**src/sv/iruart_pkg.sv**
```systemverilog
// ----------------------------------------------------------------------------
// iruart_pkg
// Shared types and constants of the infrared UART transmitter (8E1 framing).
// ----------------------------------------------------------------------------
package iruart_pkg;

    localparam int unsigned REG_W       = 16;
    localparam int unsigned APB_DATA_W  = 32;
    localparam int unsigned APB_ADDR_W  = 4;
    localparam int unsigned DATA_W      = 8;
    localparam int unsigned FRAME_BITS  = 11;
    localparam int unsigned BIT_IDX_W   = 4;

    typedef logic [REG_W-1:0]      t_reg;
    typedef logic [FRAME_BITS-1:0] t_frame;
    typedef logic [BIT_IDX_W-1:0]  t_bit_idx;

    // register index (word address paddr[3:2])
    typedef enum logic [1:0] {
        REG_BIT_PERIOD  = 2'd0,
        REG_CARRIER_TOP = 2'd1,
        REG_CARRIER_CMP = 2'd2,
        REG_UNUSED      = 2'd3
    } t_reg_idx;

    localparam t_reg BIT_PERIOD_RST  = 16'd40000;
    localparam t_reg CARRIER_TOP_RST = 16'd1249;
    localparam t_reg CARRIER_CMP_RST = 16'd624;

    localparam t_frame   FRAME_IDLE = '1;
    localparam t_bit_idx LAST_BIT   = t_bit_idx'(FRAME_BITS - 1);

    // start bit 0, data LSB first, even parity, stop bit 1
    function automatic t_frame build_frame(input logic [DATA_W-1:0] data);
        build_frame = {1'b1, ^data, data, 1'b0};
    endfunction

endpackage

```
**src/sv/ir_uart_transmitter_even_parity.sv**
```systemverilog
// ----------------------------------------------------------------------------
// ir_uart_transmitter_even_parity
// Infrared UART transmitter, 8 data bits, even parity, one stop bit, zero bits
// keyed onto a free-running carrier.
// ----------------------------------------------------------------------------
// Each input word is one transmitter tick carrying an optional start request
// and a byte. The block takes one word per cycle unless a held result stalls it
// and returns one registered result word per input word; the whole tick is
// evaluated in one pass of logic ahead of the result register,
// whose bit-timing path (17-bit increment and compare against the bit period)
// sets the clock. A start while idle loads the frame (start 0, data LSB first,
// even parity, stop 1) and the start bit shows on that same tick; a start
// while busy is dropped with accepted = 0. Each bit lasts bit_period_ticks
// ticks (0 is taken as 1). The carrier counter steps once per tick through
// 0..carrier_top and ir_out is on while the line bit is 0 and the carrier
// count is at or above carrier_compare. Registers sit at byte addresses 0, 4
// and 8 of the APB port and should be written only while no frame is in
// flight.
// ----------------------------------------------------------------------------
module ir_uart_transmitter_even_parity (
    input  logic                                i_clk,
    input  logic                                i_rst_n,
    // input channel
    input  logic                                i_valid,
    output logic                                o_ready,
    input  logic                                i_start_req,
    input  logic [iruart_pkg::DATA_W-1:0]       i_data_byte,
    // result channel
    output logic                                o_valid,
    input  logic                                i_ready,
    output logic                                o_ir_out,
    output logic                                o_line_bit,
    output logic                                o_busy_res,
    output logic                                o_accepted,
    // APB configuration port
    input  logic                                psel,
    input  logic                                penable,
    input  logic                                pwrite,
    input  logic [iruart_pkg::APB_ADDR_W-1:0]   paddr,
    input  logic [iruart_pkg::APB_DATA_W-1:0]   pwdata,
    output logic [iruart_pkg::APB_DATA_W-1:0]   prdata,
    output logic                                pready
);

    // configuration registers
    iruart_pkg::t_reg r_bit_period;
    iruart_pkg::t_reg r_carrier_top;
    iruart_pkg::t_reg r_carrier_cmp;

    // transmitter state
    iruart_pkg::t_frame   r_frame_shift, n_frame_shift;
    iruart_pkg::t_bit_idx r_bit_index,   n_bit_index;
    iruart_pkg::t_reg     r_tick_count,  n_tick_count;
    iruart_pkg::t_reg     r_carrier,     n_carrier;
    logic                 r_sending,     n_sending;

    // result register
    logic r_out_valid;
    logic r_ir_out, n_ir_out;
    logic r_line_bit, n_line_bit;
    logic r_busy_res, n_busy_res;
    logic r_accepted, n_accepted;

    logic                 in_fire;
    logic                 cfg_wr;
    iruart_pkg::t_reg_idx cfg_idx;

    // tick evaluation intermediates
    logic                         start_ok;
    iruart_pkg::t_frame           cur_shift;
    iruart_pkg::t_bit_idx         cur_index;
    iruart_pkg::t_reg             cur_tick;
    iruart_pkg::t_reg             period;
    logic [iruart_pkg::REG_W:0]   tick_inc;

    // Output register frees itself when taken, so a new word is taken even
    // while the previous result is leaving.
    assign o_ready = !r_out_valid || i_ready;
    assign in_fire = i_valid && o_ready;

    assign cfg_wr  = psel && penable && pwrite && pready;
    assign cfg_idx = iruart_pkg::t_reg_idx'(paddr[3:2]);
    assign pready  = 1'b1;

    always_comb begin
        unique case (cfg_idx)
            iruart_pkg::REG_BIT_PERIOD:  prdata = iruart_pkg::APB_DATA_W'(r_bit_period);
            iruart_pkg::REG_CARRIER_TOP: prdata = iruart_pkg::APB_DATA_W'(r_carrier_top);
            iruart_pkg::REG_CARRIER_CMP: prdata = iruart_pkg::APB_DATA_W'(r_carrier_cmp);
            default:                     prdata = '0;
        endcase
    end

    // One tick: start handling, outputs from the updated frame and the
    // pre-advance carrier count, then carrier and bit timing advance.
    always_comb begin
        start_ok  = i_start_req && !r_sending;
        cur_shift = start_ok ? iruart_pkg::build_frame(i_data_byte) : r_frame_shift;
        cur_index = start_ok ? '0 : r_bit_index;
        cur_tick  = start_ok ? '0 : r_tick_count;
        n_sending = r_sending || start_ok;

        n_line_bit = n_sending ? cur_shift[0] : 1'b1;
        n_ir_out   = !n_line_bit && (r_carrier >= r_carrier_cmp);
        n_busy_res = n_sending;
        n_accepted = start_ok;

        // carrier: wrap at top (a count above top also drops to zero)
        n_carrier = (r_carrier >= r_carrier_top) ? '0 : r_carrier + 1'b1;

        period   = (r_bit_period == '0) ? iruart_pkg::t_reg'(1) : r_bit_period;
        tick_inc = {1'b0, cur_tick} + 1'b1;

        n_frame_shift = cur_shift;
        n_bit_index   = cur_index;
        n_tick_count  = cur_tick;

        if (n_sending) begin
            if (tick_inc >= {1'b0, period}) begin
                n_tick_count = '0;
                if (cur_index == iruart_pkg::LAST_BIT) begin
                    // stop bit has run its full period
                    n_frame_shift = iruart_pkg::FRAME_IDLE;
                    n_bit_index   = '0;
                    n_sending     = 1'b0;
                end else begin
                    n_frame_shift = {1'b1, cur_shift[iruart_pkg::FRAME_BITS-1:1]};
                    n_bit_index   = cur_index + 1'b1;
                end
            end else begin
                n_tick_count = tick_inc[iruart_pkg::REG_W-1:0];
            end
        end
    end

    always_ff @(posedge i_clk) begin
        if (!i_rst_n) begin
            r_bit_period  <= iruart_pkg::BIT_PERIOD_RST;
            r_carrier_top <= iruart_pkg::CARRIER_TOP_RST;
            r_carrier_cmp <= iruart_pkg::CARRIER_CMP_RST;
        end else if (cfg_wr) begin
            unique case (cfg_idx)
                iruart_pkg::REG_BIT_PERIOD:  r_bit_period  <= pwdata[iruart_pkg::REG_W-1:0];
                iruart_pkg::REG_CARRIER_TOP: r_carrier_top <= pwdata[iruart_pkg::REG_W-1:0];
                iruart_pkg::REG_CARRIER_CMP: r_carrier_cmp <= pwdata[iruart_pkg::REG_W-1:0];
                default: begin
                end
            endcase
        end
    end

    always_ff @(posedge i_clk) begin
        if (!i_rst_n) begin
            r_frame_shift <= iruart_pkg::FRAME_IDLE;
            r_bit_index   <= '0;
            r_tick_count  <= '0;
            r_carrier     <= '0;
            r_sending     <= 1'b0;
            r_out_valid   <= 1'b0;
        end else begin
            if (in_fire) begin
                r_frame_shift <= n_frame_shift;
                r_bit_index   <= n_bit_index;
                r_tick_count  <= n_tick_count;
                r_carrier     <= n_carrier;
                r_sending     <= n_sending;
                r_out_valid   <= 1'b1;
            end else if (i_ready) begin
                r_out_valid   <= 1'b0;
            end
        end
    end

    // result payload, no reset needed
    always_ff @(posedge i_clk) begin
        if (in_fire) begin
            r_ir_out   <= n_ir_out;
            r_line_bit <= n_line_bit;
            r_busy_res <= n_busy_res;
            r_accepted <= n_accepted;
        end
    end

    assign o_valid    = r_out_valid;
    assign o_ir_out   = r_ir_out;
    assign o_line_bit = r_line_bit;
    assign o_busy_res = r_busy_res;
    assign o_accepted = r_accepted;

endmodule

```
**config.mk**
```make
export PLATFORM = sky130hd
export DESIGN_NAME = ir_uart_transmitter_even_parity
export DESIGN_NICKNAME = d
export VERILOG_FILES = /design/src/sv/iruart_pkg.sv /design/src/sv/ir_uart_transmitter_even_parity.sv
export SDC_FILE = /design/constraint.sdc
export NUM_CORES = 1
export LEC_CHECK = 0
export BUFFER_PORTS_ARGS = -buffer_cell sky130_fd_sc_hd__buf_2
export CORE_UTILIZATION = 24
export DETAILED_ROUTE_END_ITERATION = 8
export SLEW_MARGIN = 20
export SYNTH_ARGS = -nofsm -noshare
export SYNTH_HDL_FRONTEND = slang
export SYNTH_SLANG_ARGS = --single-unit
```
**constraint.sdc**
```tcl
create_clock -name i_clk -period 8.9 [get_ports i_clk]
set_clock_uncertainty 0.2 [all_clocks]
set_input_delay 1.335 -clock i_clk [delete_from_list [all_inputs] [get_ports i_clk]]
set_output_delay 1.335 -clock i_clk [all_outputs]
set_load 0.02 [all_outputs]
```
Word-level counts from Yosys, hierarchy flattened:

Index checks and enable logic that the tools add are counted.

* add/subtract/negate cells: 3
* order comparisons: 3
* equal/unequal tests: 3
* multiplexer cells: 20
* reductions and logical operators: 17

Operators by type and width (count)
* two-way mux 16 bit: 5
* one-hot mux 16 bit (3 select lines): 1
* two-way mux 11 bit: 3
* greater-or-equal comparator 16 bit: 2
* adder 16 x 1 -> 17 bit, second input constant: 1
* greater-or-equal comparator 17 x 16 -> 1 bit: 1
* adder 16 x 1 -> 16 bit, second input constant: 1
* logical NOT 16 bit: 1
* two-way mux 4 bit: 4
* two-way mux 10 bit: 1
* XOR reduction 8 bit: 1
* two-way mux 1 bit: 6
* AND reduction 2 bit: 3
* logical AND 1 bit: 5
* adder 4 x 1 -> 4 bit, second input constant: 1
* == test 4 bit, second input constant: 1
* logical NOT 1 bit: 3
* == test 2 x 1 -> 1 bit, second input constant: 1
* == test 2 bit, second input constant: 1
* logical NOT 2 bit: 1
* logical OR 1 bit: 2
* nonzero test 2 bit: 1

* register bits after elaboration: 101
* input bits: 52
* output and inout port bits: 39
* logic and storage cells: 59

Depth between registers and ports, before layout:

* word-level depth: 7
* gate-level depth with buffers: 18
* depth with buffers taken out: 14

Worst setup path before layout:

Ideal clock, no wire load.

* path type: input port to flip-flop
* start: input port i_start_req
* end: register r_frame_shift[10]
* library setup time: 127 ps
* data arrival time: 4647 ps
* required time: 8573 ps
* slack: 3926 ps
* cell stages on the path: 16
* path buffers: 3
* cell sequence: nand2b_4 clkbuf_1 clkbuf_1 and2_1 ha_1 nand3_1 nor4_1 xnor2_1 nor2_1 ha_1 and4_1 a221oi_1 a21o_1 buf_2 a31oi_1 or3b_1

* cells in the longest elaborated chain, start to end: 6
* elaborated cells on any way between the ends: 8
* those cells by class: add/sub: 1; order compare: 1; mux: 4; reduce/logical: 2

RTL lines
* from (decl): RTL line ir_uart_transmitter_even_parity.sv:26 `input logic i_start_req,`
* logical AND 1 bit (*): RTL line ir_uart_transmitter_even_parity.sv:97 `start_ok = i_start_req && !r_sending;`
* two-way mux 16 bit: RTL line ir_uart_transmitter_even_parity.sv:100 `cur_tick = start_ok ? '0 : r_tick_count;`
* adder 16 x 1 -> 17 bit: RTL line ir_uart_transmitter_even_parity.sv:112 `tick_inc = {1'b0, cur_tick} + 1'b1;`
* greater-or-equal comparator 17 x 16 -> 1 bit: RTL line ir_uart_transmitter_even_parity.sv:119 `if (tick_inc >= {1'b0, period}) begin`
* two-way mux 11 bit: RTL line ir_uart_transmitter_even_parity.sv:119
* two-way mux 11 bit (*): RTL line ir_uart_transmitter_even_parity.sv:118 `if (n_sending) begin`
* to (signal assigned): RTL line ir_uart_transmitter_even_parity.sv:154 `r_frame_shift <= iruart_pkg::FRAME_IDLE;`
* to (signal assigned): RTL line ir_uart_transmitter_even_parity.sv:162 `r_frame_shift <= n_frame_shift;`
* to (decl): RTL line ir_uart_transmitter_even_parity.sv:51 `iruart_pkg::t_frame r_frame_shift, n_frame_shift;`

Mark *: on every way between the ends. The rest lies on a longest branch, timed or not.
A chain may end at the register's enable or synchronous reset.

Worst setup path in the final report:

* start: input port i_start_req
* end: register r_frame_shift[0]

* cells in the longest elaborated chain, start to end: 6
* elaborated cells on any way between the ends: 11
* those cells by class: add/sub: 1; order compare: 1; eq/ne: 1; mux: 6; reduce/logical: 2

RTL lines (RTL line)
* logical AND 1 bit (*): ir_uart_transmitter_even_parity.sv:97
* two-way mux 16 bit or two-way mux 4 bit (tied branches): ir_uart_transmitter_even_parity.sv:100, ir_uart_transmitter_even_parity.sv:99
* adder 16 x 1 -> 17 bit or == test 4 bit (tied branches): ir_uart_transmitter_even_parity.sv:112, ir_uart_transmitter_even_parity.sv:121
* greater-or-equal comparator 17 x 16 -> 1 bit or two-way mux 10 bit (tied branches): ir_uart_transmitter_even_parity.sv:119, ir_uart_transmitter_even_parity.sv:121
* two-way mux 11 bit: ir_uart_transmitter_even_parity.sv:119
* two-way mux 11 bit (*): ir_uart_transmitter_even_parity.sv:118

Marks and branches as above.

==> results_dict.tcl <==
set metrics [dict create \
    ys_top_cells_by_area "dfxtp_1, ha_1, nand2_1" \
    ff_latch_area_um2 2060 \
    dieWidth_um 167 \
    arrival_ns 5.36 \
    crit_path_start_kind "input port" \
    via_per_inst 4.87 \
    rsz0062_at_grt "no" \
    gp_congestion 0.804 \
    place.port_buffers 55 \
    fmax_mhz 186 \
    clkLatencyLatePin_ns 0.36 \
    reg2reg_to "r_frame_shift[0]" \
    finalCritPeriodShare 0.603 \
    min_path_type "register to register" \
    ir_drop_uv 90.9 \
    synthDominantCellAreaShare 0.298 \
    p_leak_nw 2.86 \
    synth-async-reset-ratio 0 \
    cts_hold_buf 0 \
    syn-cell-area_um2 6510 \
    grt_pass1_vias 5528 \
    clock_sinks 101 \
    nFillCells 2818 \
    r2r_start "r_sending" \
    coreArea_um2 26400 \
    worstSetupPathType "input port to register" \
    path_max_fanout 22 \
    track_usage 0.133 \
    fin_tns_setup_ns 0 \
    slew_viol_final 0 \
    drtIter0Drc 338 \
    multiInputGateArea_um2 4000 \
    grt_pass1_wl_um 29500 \
    first_pass_iters 4 \
    ctsResizeCount 0 \
    final_util 0.280 \
    dominantRegCellSynth "dfxtp_1" \
    fp.dieH_um 167 \
    syn_inst 815 \
    yosysSeqAreaShare 0.317 \
    min_from "r_frame_shift[10]" \
    tightestPinTransition_ns 1.05 \
    setup_viol 0 \
    yosysWarnings 0 \
    dieArea_um2 27800 \
    whs_path_depth 1 \
    avgSynthCellArea_um2 7.99 \
    drc 0 \
    finalHoldViolations 0 \
    r2r_cells 14 \
    maxSlewHeadroom 0.299 \
    post_drt_wl_per_cell_um 15.5 \
    critPathCaptureType "register" \
    cts_setup_buffers 0 \
    clock_path_buffers 2 \
    synth_cell_types 65 \
    path_clk_slew_ns 0.08 \
    vias 5762 \
    fin_nets 945 \
    final_antenna_net_count 0 \
    min_to "r_frame_shift[10]" \
    grt.overflow.total 0 \
    area_growth_pct 13.2 \
    root_buffer "clkbuf_16" \
    run_status "finished, final reports clean" \
    grt_max_degree 87 \
    ys_seq_elements 101 \
    drive_gt1_frac 0.112 \
    antenna_found_initial 1 \
    crit_required_ns 8.90 \
    ios 91 \
    r2r_slack_ns 3.98 \
    cap_violations 0 \
    cts_tree "yes" \
    yosysTopAreaCell "dfxtp_1" \
    rows 59 \
    cts_buffers 9 \
    htree_levels 3 \
    synth_edf_count 4 \
    start_util 0.247 \
    dp_hpwl_um 13100 \
    power-per-cell-area_nw_per_um2 140 \
    finalCriticalPeriod_ns 5.37 \
    finalWirelength_um 18300 \
]
==> worst max-delay path, cell delays in order <==
cell and delay [ns]:
buf_2 0.13, nand2b_4 0.23, and2_1 0.23, ha_1 0.21, nand3_1 0.21, nor4_1 0.38, xnor2_1 0.20, nor2_1 0.10
ha_1 0.35, nand4_1 0.14, o41ai_2 0.13, a221oi_4 0.83, nor2_2 0.14, nor2_1 0.52, o221ai_1 0.21
==> final cells by class <==
cell class | instances | share of cell area
Antenna cell | 1 | 0.000340
Clock buffer | 9 | 0.0306
Clock inverter | 7 | 0.0124
Inverter | 61 | 0.0311
Multi-Input combinational cell | 607 | 0.543
Sequential cell | 101 | 0.280
Tap cell | 335 | 0.0569
Timing Repair Buffer | 63 | 0.0455
==> placed cells by master (no fill, tap or decap), types with 22 or more instances in the layout <==
master / count
o21ai_0: 32
inv_1: 61
nand2_1: 160
ha_1: 50
buf_2: 55
a21boi_0: 52
xnor2_1: 26
nor2_1: 22
nand4_1: 32
dfxtp_1: 97
==> kinds of logic after synthesis <==
logic type | share of synthesized area
AO/OA/AOI/OAI | 0.208
XOR/XNOR | 0.0484
adder cells (fa/ha/maj) | 0.0961
buffers and inverters | 0.0826
flip-flops | 0.317
multiplexers | 0.0277
other | 0.00115
AND/OR/NAND/NOR | 0.219
==> worst max path at each step <==
stage	startpoint	end	slack (ns)	cells after the start
3_3_place_gp	i_start_req	r_frame_shift[0]	3.19	15
6_report	i_start_req	r_frame_shift[0]	3.53	15
4_1_cts	i_start_req	r_frame_shift[0]	3.55	15
2_1_floorplan	i_start_req	r_frame_shift[10]	3.93	16
5_1_grt	i_start_req	r_frame_shift[0]	3.12	15
3_5_place_dp	i_start_req	r_frame_shift[0]	3.18	15
==> power breakdown <==
part	total (mW)	switching [mW]	internal, mW
combinational	0.124	0.0806	0.0429
clock	0.431	0.206	0.226
sequential	0.474	0.00862	0.465
==> through the flow <==
step           cells  cell area, um^2  setup slack, ns  hold WS, ns  total power, mW
2_1_floorplan    830             6570             3.93        0.212            0.571
3_3_place_gp    1167             7030             3.19        0.241            0.605
3_5_place_dp    1167             7030             3.18        0.240            0.607
4_1_cts         1183             7350             3.55        0.269             1.04
5_1_grt         1183             7360             3.12        0.283             1.06
6_report        1184             7370             3.53        0.273             1.03
==> sequential cells by signal (all words and copies together), names as in the netlist <==
| signal | flops |
|---|---|
| r_bit_period | 16 |
| r_carrier | 16 |
| r_carrier_cmp | 16 |
| r_carrier_top | 16 |
| r_tick_count | 16 |
| r_frame_shift | 11 |
| r_bit_index | 4 |
| o_accepted | 1 |
| o_busy_res | 1 |
| o_ir_out | 1 |
| o_line_bit | 1 |
| o_valid | 1 |
| r_sending | 1 |
==> per-layer routing <==
layer	track usage	part of all wire	vias to the layer above
met1	0.180	0.48	2747
met2	0.212	0.46	113
li1	-	-	2886
met5	0	0	-
met3	0.0304	0.050	16
met4	0.0366	0.014	0
==> cells in the mapped netlist (15+ instances only) <==
master and number:
nand2_1 160, dfxtp_1 97, inv_1 61, a21boi_0 52, ha_1 50, clkbuf_1 33
nand4_1 32, o21ai_0 32, xnor2_1 26, nor2_1 22, o211ai_1 21, a211oi_1 20
nand3_1 19, mux2i_1 18, buf_4 17, a21oi_1 15
No activity file was read; power rests on OpenSTA's default activity.
